===== config.mk =====
export PLATFORM = sky130hd
export DESIGN_NAME = mcx_ctrl
export DESIGN_NICKNAME = d
export VERILOG_FILES = /design/src/design/matrix_congruence_xtax_defines.svh /design/src/design/mcx_pkg.sv /design/src/design/mcx_ctrl.sv
export SDC_FILE = /design/constraint.sdc
export NUM_CORES = 1
export LEC_CHECK = 0
export CAP_MARGIN = 20
export CORE_MARGIN = 4
export CORE_UTILIZATION = 60
export DETAILED_ROUTE_END_ITERATION = 12
export DONT_BUFFER_PORTS = 1
export PLACE_DENSITY_LB_ADDON = 0.05
export SLEW_MARGIN = 40
export SYNTH_ARGS = -nofsm -noshare
export SYNTH_HDL_FRONTEND = slang
export SYNTH_SLANG_ARGS = --single-unit
export TNS_END_PERCENT = 20

===== constraint.sdc =====
create_clock -name clk_i -period 3 [get_ports clk_i]
set_input_delay 0.75 -clock clk_i [delete_from_list [all_inputs] [get_ports clk_i]]
set_output_delay 0.75 -clock clk_i [all_outputs]
set_load 0.005 [all_outputs]

===== src/design/matrix_congruence_xtax_defines.svh =====
// ----------------------------------------------------------------------------
// matrix_congruence_xtax_defines: assertion macros
// Shared concurrent assertion forms, clocked on clk_i and off during reset.
// ----------------------------------------------------------------------------
`ifndef MATRIX_CONGRUENCE_XTAX_DEFINES_SVH
`define MATRIX_CONGRUENCE_XTAX_DEFINES_SVH

// same-cycle implication
`define MCX_ASSERT_IMPL(lbl, ante, cons, msg) \
  lbl: assert property (@(posedge clk_i) disable iff (!rst_ni) (ante) |-> (cons)) \
    else $error(msg);

// next-cycle implication
`define MCX_ASSERT_NEXT(lbl, ante, cons, msg) \
  lbl: assert property (@(posedge clk_i) disable iff (!rst_ni) (ante) |=> (cons)) \
    else $error(msg);

`endif


===== src/design/mcx_pkg.sv =====
// ----------------------------------------------------------------------------
// mcx_pkg
// Types and constants shared by the congruence transform modules.
// ----------------------------------------------------------------------------
package mcx_pkg;

  localparam int CfgIdxW  = 2;
  localparam int CfgDataW = 8;
  localparam int IdxW     = 6;   // matrix row/col index, covers up to 64
  localparam int KIdxW    = 3;   // result row/col index, covers up to 8

  localparam logic [CfgIdxW-1:0] CFG_N_USED = 2'd0;
  localparam logic [CfgIdxW-1:0] CFG_K_USED = 2'd1;

  typedef enum logic [1:0] {
    OP_WRITE_A = 2'd0,
    OP_WRITE_X = 2'd1,
    OP_COMPUTE = 2'd2
  } op_e;

  typedef struct packed {
    op_e                op;
    logic [3:0]         row;
    logic [3:0]         col;
    logic signed [31:0] a_value;
    logic signed [7:0]  x_value;
  } xtax_in_t;

  typedef struct packed {
    logic [2:0]         b_row;
    logic [2:0]         b_col;
    logic signed [63:0] b_value;
    logic               last;
  } xtax_out_t;

  // travels with each product term down the datapath
  typedef struct packed {
    logic             valid;
    logic             first;
    logic             last_term;
    logic             last_entry;
    logic [KIdxW-1:0] i;
    logic [KIdxW-1:0] j;
  } term_tag_t;

  typedef struct packed {
    logic            wr_a;
    logic            wr_x;
    term_tag_t       issue;
    logic [IdxW-1:0] p;
    logic [IdxW-1:0] q;
  } dp_cmd_t;

endpackage


===== src/design/mcx_ctrl.sv =====
// ----------------------------------------------------------------------------
// mcx_ctrl
// Command decode and term sequencer over entries (i, j) and terms (p, q).
// ----------------------------------------------------------------------------
module mcx_ctrl #(
  parameter int MAX_N = 16,
  parameter int MAX_K = 8
) (
  input  logic              clk_i,
  input  logic              rst_ni,
  input  logic              start_i,
  input  mcx_pkg::xtax_in_t in_i,
  input  logic [4:0]        n_used_i,
  input  logic [3:0]        k_used_i,
  input  logic              acc_done_i,
  output logic              busy_o,
  output mcx_pkg::dp_cmd_t  cmd_o
);

  localparam int NW = $clog2(MAX_N);
  localparam int KW = (MAX_K > 1) ? $clog2(MAX_K) : 1;

  typedef enum logic [2:0] {
    S_IDLE  = 3'b001,
    S_RUN   = 3'b010,
    S_DRAIN = 3'b100
  } state_e;

  state_e        state_q, state_d;
  logic [NW-1:0] p_q, p_d, q_q, q_d, n_lim_q, n_lim_d, n_lim_c;
  logic [KW-1:0] i_q, i_d, j_q, j_d, k_lim_q, k_lim_d, k_lim_c;
  logic          last_term, last_entry;

  always_comb begin
    if (n_used_i == '0) begin
      n_lim_c = '0;
    end else if (32'(n_used_i) > MAX_N) begin
      n_lim_c = NW'(MAX_N - 1);
    end else begin
      n_lim_c = NW'(n_used_i - 5'd1);
    end
    if (k_used_i == '0) begin
      k_lim_c = '0;
    end else if (32'(k_used_i) > MAX_K) begin
      k_lim_c = KW'(MAX_K - 1);
    end else begin
      k_lim_c = KW'(k_used_i - 4'd1);
    end
  end

  assign last_term  = (p_q == n_lim_q) && (q_q == n_lim_q);
  assign last_entry = last_term && (i_q == k_lim_q) && (j_q == k_lim_q);

  always_comb begin
    state_d = state_q;
    p_d     = p_q;
    q_d     = q_q;
    i_d     = i_q;
    j_d     = j_q;
    n_lim_d = n_lim_q;
    k_lim_d = k_lim_q;
    cmd_o   = '0;
    case (state_q)
      S_IDLE: begin
        if (start_i) begin
          case (in_i.op)
            mcx_pkg::OP_WRITE_A: begin
              cmd_o.wr_a = (32'(in_i.row) < MAX_N) && (32'(in_i.col) < MAX_N);
            end
            mcx_pkg::OP_WRITE_X: begin
              cmd_o.wr_x = (32'(in_i.row) < MAX_N) && (32'(in_i.col) < MAX_K);
            end
            mcx_pkg::OP_COMPUTE: begin
              n_lim_d = n_lim_c;
              k_lim_d = k_lim_c;
              p_d     = '0;
              q_d     = '0;
              i_d     = '0;
              j_d     = '0;
              state_d = S_RUN;
            end
            default: ;
          endcase
        end
      end
      S_RUN: begin
        cmd_o.p                = mcx_pkg::IdxW'(p_q);
        cmd_o.q                = mcx_pkg::IdxW'(q_q);
        cmd_o.issue.valid      = 1'b1;
        cmd_o.issue.first      = (p_q == '0) && (q_q == '0);
        cmd_o.issue.last_term  = last_term;
        cmd_o.issue.last_entry = last_entry;
        cmd_o.issue.i          = mcx_pkg::KIdxW'(i_q);
        cmd_o.issue.j          = mcx_pkg::KIdxW'(j_q);
        if (q_q != n_lim_q) begin
          q_d = q_q + 1'b1;
        end else begin
          q_d = '0;
          if (p_q != n_lim_q) begin
            p_d = p_q + 1'b1;
          end else begin
            p_d = '0;
            if (j_q != k_lim_q) begin
              j_d = j_q + 1'b1;
            end else begin
              j_d = '0;
              i_d = i_q + 1'b1;
            end
          end
        end
        if (last_entry) begin
          state_d = S_DRAIN;
        end
      end
      S_DRAIN: begin
        if (acc_done_i) begin
          state_d = S_IDLE;
        end
      end
      default: begin
        state_d = S_IDLE;
      end
    endcase
  end

  always_ff @(posedge clk_i or negedge rst_ni) begin
    if (!rst_ni) begin
      state_q <= S_IDLE;
      p_q     <= '0;
      q_q     <= '0;
      i_q     <= '0;
      j_q     <= '0;
      n_lim_q <= '0;
      k_lim_q <= '0;
    end else begin
      state_q <= state_d;
      p_q     <= p_d;
      q_q     <= q_d;
      i_q     <= i_d;
      j_q     <= j_d;
      n_lim_q <= n_lim_d;
      k_lim_q <= k_lim_d;
    end
  end

  assign busy_o = (state_q != S_IDLE);

endmodule


==> results of run 1 <==
-- cell type report --
type	instances	area, um^2	share of cell area, %
multi-input combinational	141	957.2	55.04
timing repair buffer	4	30.03	1.727
clock inverter	1	30.03	1.727
tap	30	37.54	2.158
clock buffer	3	22.52	1.295
sequential	24	601.8	34.60
inverter	16	60.06	3.453
-- worst reg2reg max path, stage by stage (launching register included) --
cell and delay, ns:
dfrtp_1 0.48, xor2_1 0.19, or4_4 0.59, or4_4 0.56, mux2i_1 0.18
-- where the power goes --
group / internal [mW] / total (mW) / switching [mW]
registers: 0.353 / 0.390 / 0.0370
clock network: 0.135 / 0.247 / 0.112
logic: 0.0724 / 0.166 / 0.0934
total: 0.561 / 0.803 / 0.242
-- metal layers --
metal  track usage [%]  up-vias
met4             8.050        0
met3             4.043        6
met1             25.66      623
li1                  -      645
met2             35.27       50
met5                 0        -
-- kinds of logic (layout without fill, tap and decap cells) --
group,count (synthesis),count (layout),share of synthesized area [%]
simple gates,74,74,24.12
compound gates,30,30,11.80
buf+inv,29,24,7.618
flops,24,24,35.92
xor+xnor,15,15,8.290
fa+ha+maj,12,12,8.365
mux,6,6,3.660
other cells,1,4,0.2238
-- worst paths after layout --
check	start	endpoint	slack [ns]
setup / recovery	p_q[3]	cmd_o[18]	0.21
setup reg to reg	p_q[3]	i_q[1]	0.94
min in group clk_i	state_q[0]	state_q[2]	0.54
hold / removal	rst_ni	q_q[1]	0.08
max in group asynchronous	rst_ni	state_q[0]	2.75
hold reg to reg	state_q[0]	state_q[2]	0.54
-- flip-flops by register name, summed over array words and instances (netlist names) --
signal,count
j_q,3
q_q,4
n_lim_q,4
state_q,3
p_q,4
i_q,3
k_lim_q,3
-- cell usage after synthesis (2+ instances only) --
cell type  instances
a21boi_0           2
a21oi_1            2
a31o_2             2
and2_1            10
and4_1             2
buf_4              5
clkbuf_1           7
dfrtp_1           23
ha_1               8
inv_1             16
maj3_1             4
mux2i_1            5
nand2_1           18
nand2b_1           2
nand3_1           10
nand4_1            2
nor2_1            11
nor3_1             2
nor3b_1            3
nor4_1             5
o21ai_0           11
o22ai_1            2
o31ai_1            3
or4_4              2
xnor2_1           11
xor2_1             3
-- cells in the final DEF (no fill, tap or decap), types with 8 or more instances in the layout --
| cell type | count |
|---|---|
| xnor2_1 | 11 |
| ha_1 | 8 |
| o21ai_0 | 11 |
| nor2_1 | 11 |
| inv_1 | 16 |
| and2_1 | 10 |
| nand3_1 | 10 |
| dfrtp_1 | 23 |
| nand2_1 | 18 |
-- metrics by stage --
stage	area (um^2)	hold WS, ns	power, mW	std cells	utilization [%]
global route	1739	0.06314	0.8404	219	67.74
detailed placement	1687	0.4550	0.5616	215	65.69
floorplan	1687	0.4544	0.5242	194	-
CTS	1739	0.08114	0.8028	219	67.74
finish	1739	0.08279	0.8029	219	67.74
global placement	1687	0.4550	0.5482	215	65.69
==> flow_summary.json, run 1 <==
{
  "status": "complete, no violations",
  "setup_slack_ns": 0.2087,
  "synth.yosys.seq_area_share_pct": 35.92,
  "synth_enable_flop_cells": 0,
  "numCtsBuffers": 3,
  "drc_errors": 0,
  "route.layer.met1.wl_um": 1488,
  "synth.ff_latch_count": 24,
  "setup.worst_path.end_class": "output port",
  "crit_buf_inv": 1,
  "ctsHtreeMaxLevel": 1,
  "n_antenna_cell": 0,
  "crit_family": "simple AND/OR/NAND/NOR gates",
  "cts_sinks": 24,
  "preCtsSetupSlack_ns": 0.5867,
  "worstSetupPathType": "reg2out",
  "clk_pin_slew_worst_paths_ns": 0.15,
  "slowest_delay_ns": 0.48,
  "r2r.worst_path.cells": 4,
  "setup.worst_path.start_class": "flop",
  "chipWidth_um": 60.84,
  "syn_area_per_cell_um2": 8.772,
  "syn2layout_area_growth_pct": 3.809,
  "met3_wirelength_um": 252,
  "grt_setup_unrepaired": "no",
  "drt.antenna.violating_nets": 0,
  "final_gp_congestion": 0.8425,
  "ordered_cell_list_for_the_critical_path": "xor2_1 -> nor4_1 -> buf_4 -> nand3_1 -> nor3_1",
  "netlist.top_cell.by_area": "dfrtp_1",
  "max_clock_freq_ghz": 0.3583,
  "yosysWarnings": 0,
  "final-hold-violation-count": 0,
  "global_route_wire_length_before_repair_um": 5740,
  "initial_core_util_pct": 65.25,
  "maxSlewViolCount": 0,
  "layout-drive-gt1-share_pct": 8.995,
  "peak_supply_drop_mv": 0.3067,
  "mappedNetlistArea_um2": 1675,
  "number_of_global_route_vias_before_repair": 1322,
  "max_cap_viol_count": 0,
  "fin_worst_skew_ns": 0.002605,
  "drt-vias-per-instance": 6.046,
  "worstSetupPathDepth": 5,
  "drt_iter0_markers": 65,
  "initial_antenna_violation_count": 0,
  "netlist-cell-type-count": 46,
  "topRoutingLayerUsed": "met4",
  "cts_root_buf": "clkbuf_4",
  "clock_path_buffers": 2,
  "period_minus_slack_ns": 2.791,
  "final_wirelength_um": 3414,
  "synth_largest_type_area_fraction_pct": 34.35,
  "rows": 18,
  "static_leakage_nw": 0.7870,
  "cts.repair.resized": 0,
  "grt_max_degree": 31,
  "cts_post_setup_buffers_inserted": 0,
  "power_density_nw_per_um2": 461.7,
  "fill_cells": 208,
  "arrival_time_worst_endpoint_ns": 2.04,
  "grt_usage_pct": 20.67,
  "instance_count_of_the_mapped_netlist": 191,
  "layout_worst_path_cycle_share_pct": 93.04,
  "drt_pass1_iterations": 4,
  "vias": 1324,
  "port_buffers": 0,
  "critPathMaxFanout": 6,
  "setup_viol": 0,
  "critPathSlowestCell": "dfrtp_1",
  "post_drt_wl_per_cell_um": 15.59,
  "globalRoute.totalOverflow": 0,
  "cp_data_required_time_ns": 2.25,
  "floorplan.io_pins": 88,
  "hpwlAfterDp_um": 2528,
  "floorplan_die_area_um2": 3702,
  "cts_hold_repair.buffers": 0,
  "core_um2": 2567,
  "num-nets-final": 261,
  "synth_top_flop_cell": "dfrtp_1",
  "synth.area.top_cells": "dfrtp_1 (34%), ha_1 (6.0%), xnor2_1 (5.8%)",
  "final_total_negative_setup_slack_ns": 0,
  "met2_wirelength_um": 1631,
  "synth-async-reset-ratio_pct": 100.0,
  "clock_insertion_delay_worst_skew_ns": 0.33,
  "tritoncts": "yes",
  "min_path_type": "in2async",
  "chipHeight_um": 60.84
}
No activity file was read; power rests on OpenSTA's default activity.
==> run 2, diff against run 1 <==
--- a/config.mk
+++ b/config.mk
@@ -8,4 +8,6 @@
 export CAP_MARGIN = 20
+export CELL_PAD_IN_SITES_DETAIL_PLACEMENT = 1
+export CELL_PAD_IN_SITES_GLOBAL_PLACEMENT = 2
 export CORE_MARGIN = 4
-export CORE_UTILIZATION = 60
+export CORE_UTILIZATION = 34
 export DETAILED_ROUTE_END_ITERATION = 12
==> constraint.sdc (replaced) <==
create_clock -name clk_i -period 3 [get_ports clk_i]
set_input_delay 0.15 -clock clk_i [delete_from_list [all_inputs] [get_ports clk_i]]
set_output_delay 0.15 -clock clk_i [all_outputs]
set_load 0.005 [all_outputs]
==> run 2 against run 1 <==
Utilization is 30 points lower. Cell area is 4.5% higher. First-iteration DRC count is 97% higher. Final cell count is 18% higher. Combinational power is 8% higher. Via count is 1.9% higher. Clock-buffer cell count is 1 higher. Sequential share of layout area is 1.5 points lower. Clock skew is 0.0026 ns higher. Largest cell class unchanged. Largest power group unchanged. Highest routed layer unchanged.
==> flow_summary.json, run 2 (synthesis gave the netlist of run 1 again) <==
{
  "port_buffers": 0,
  "most_common_cell_after_layout_fill_and_taps_aside": "dfrtp_1",
  "slowest_delay_ns": 0.42,
  "max_clock_freq_ghz": 0.4585,
  "hpwlAfterDp_um": 3192,
  "setup_viol": 0,
  "initial_core_util_pct": 35.24,
  "clock_path_buffers": 2,
  "n_antenna_cell": 0,
  "syn2layout_area_growth_pct": 8.514,
  "global_route_wire_length_before_repair_um": 7383,
  "rows": 25,
  "clk_pin_slew_worst_paths_ns": 0.09,
  "floorplan_die_area_um2": 6114,
  "grt_util_met3_pct": 2.752,
  "globalRoute.totalOverflow": 0,
  "reg2reg_slack_ns": 0.94,
  "drt-vias-per-instance": 5.229,
  "layout-drive-gt1-share_pct": 9.424,
  "ctsHtreeMaxLevel": 1,
  "worstSetupPathType": "reg2out",
  "cp_data_required_time_ns": 2.85,
  "r2r-end": "i_q[0]",
  "core_um2": 4755,
  "setup.worst_path.start_class": "flop",
  "final_gp_congestion": 0.7118,
  "drc_errors": 0,
  "place_area_um2": 1733,
  "tritoncts": "yes",
  "max_cap_viol_count": 0,
  "r2r.worst_path.cells": 4,
  "fin_area_um2": 1818,
  "critPathMaxFanout": 15,
  "setup.worst_path.end_class": "output port",
  "grtUsageMet1_pct": 18.84,
  "drt_iter0_markers": 128,
  "arrival_time_worst_endpoint_ns": 2.03,
  "crit_family": "simple AND/OR/NAND/NOR gates",
  "numCtsBuffers": 3,
  "initial_antenna_violation_count": 0,
  "num-nets-final": 263,
  "drt_pass1_iterations": 5,
  "timing.hold.worst.start": "k_used_i[3]",
  "final_total_negative_setup_slack_ns": 0,
  "drt.antenna.violating_nets": 0,
  "chipWidth_um": 78.20,
  "registers_with_the_highest_flip_flop_counts": "n_lim_q (4), p_q (4), q_q (4)",
  "grt_setup_unrepaired": "no",
  "number_of_global_route_vias_before_repair": 1529,
  "post_drt_wl_per_cell_um": 16.31,
  "chipHeight_um": 78.20,
  "clock_insertion_delay_worst_skew_ns": 0.27,
  "crit_buf_inv": 1,
  "final_util_pct": 38.24,
  "peak_supply_drop_mv": 0.1886,
  "fill_cells": 566,
  "hold_path_depth": 2,
  "floorplan.io_pins": 88,
  "grt-busiest-layer": "met2",
  "use_met2_pct": 26.46,
  "fin_worst_skew_ns": 0.005242,
  "cts_sinks": 24,
  "static_leakage_nw": 0.8014,
  "vias": 1349,
  "final-hold-violation-count": 0,
  "critPathSlowestCell": "dfrtp_1",
  "r2r_start": "p_q[2]",
  "status": "complete, no violations",
  "maxSlewViolCount": 0,
  "layout_common_cells": "dfrtp_1 (23), nand2_1 (18), inv_1 (16)",
  "timing.hold.worst_endpoint": "k_lim_q[2]",
  "period_minus_slack_ns": 2.181,
  "grt_usage_pct": 14.84,
  "cts_root_buf": "clkbuf_8",
  "layout_worst_path_cycle_share_pct": 72.70,
  "min_path_type": "in2reg",
  "grt_max_degree": 31,
  "power_density_nw_per_um2": 442.1,
  "final_wirelength_um": 4209,
  "ordered_cell_list_for_the_critical_path": "or3b_1 -> inv_1 -> nand3_1 -> nor3_1"
}
[run 2: what timing repair did]
item | CTS | global route
gates resized for setup | 0 | 0
hold buffers | 2 | 0
endpoints found under the hold margin | 24 | 0
buffers inserted | 0 | 0
[run 2: final cells by class]
cell class / count / area, um^2 / share of cell area [%]
multi-input cells: 141 / 957.2 / 52.65
flip-flops and latches: 24 / 601.8 / 33.10
well taps: 67 / 83.83 / 4.611
repair buffers: 6 / 60.06 / 3.304
inverters: 16 / 60.06 / 3.304
clock buffers: 4 / 55.05 / 3.028
[run 2: how the worst max path moves through the flow]
stage | start | endpoint | slack, ns | cells after the start
after floorplan | n_lim_q[3] | i_q[0] | 1.10 | 4
after global placement | p_q[2] | i_q[0] | 0.99 | 4
after detailed placement | p_q[2] | i_q[0] | 0.96 | 4
after CTS | state_q[2] | cmd_o[18] | 0.77 | 4
after global routing | state_q[2] | cmd_o[18] | 0.69 | 4
final | state_q[2] | cmd_o[18] | 0.82 | 4
[run 2: worst reg2reg max path, delay by kind of cell (launching register included)]
family,cells,cell delay (ns)
AND/OR/NAND/NOR,2,1.14
flip-flops,1,0.47
XOR/XNOR,1,0.21
multiplexers,1,0.14
[run 2: stage by stage]
step,hold WS [ns],cells,power [mW],setup slack (ns)
floorplan,-0.1456,194,0.5242,1.095
global placement,-0.1447,252,0.5576,0.9916
detailed placement,-0.1448,252,0.5720,0.9561
CTS,0.05663,258,0.8135,0.7657
global route,0.06346,258,0.8554,0.6855
finish,0.05308,258,0.8038,0.8191
[run 2: report_power, final]
group          switching, mW  internal, mW  leakage (nW)
logic                  0.105        0.0758         0.459
clock network          0.114         0.117        0.0288
registers             0.0397         0.353         0.313
[run 2: layer usage]
layer  share of wire [%]  wire, um
met1                  46      1955
met2                  48      2028
met3                 4.7       198
met4                0.64        27
met5                   0         0
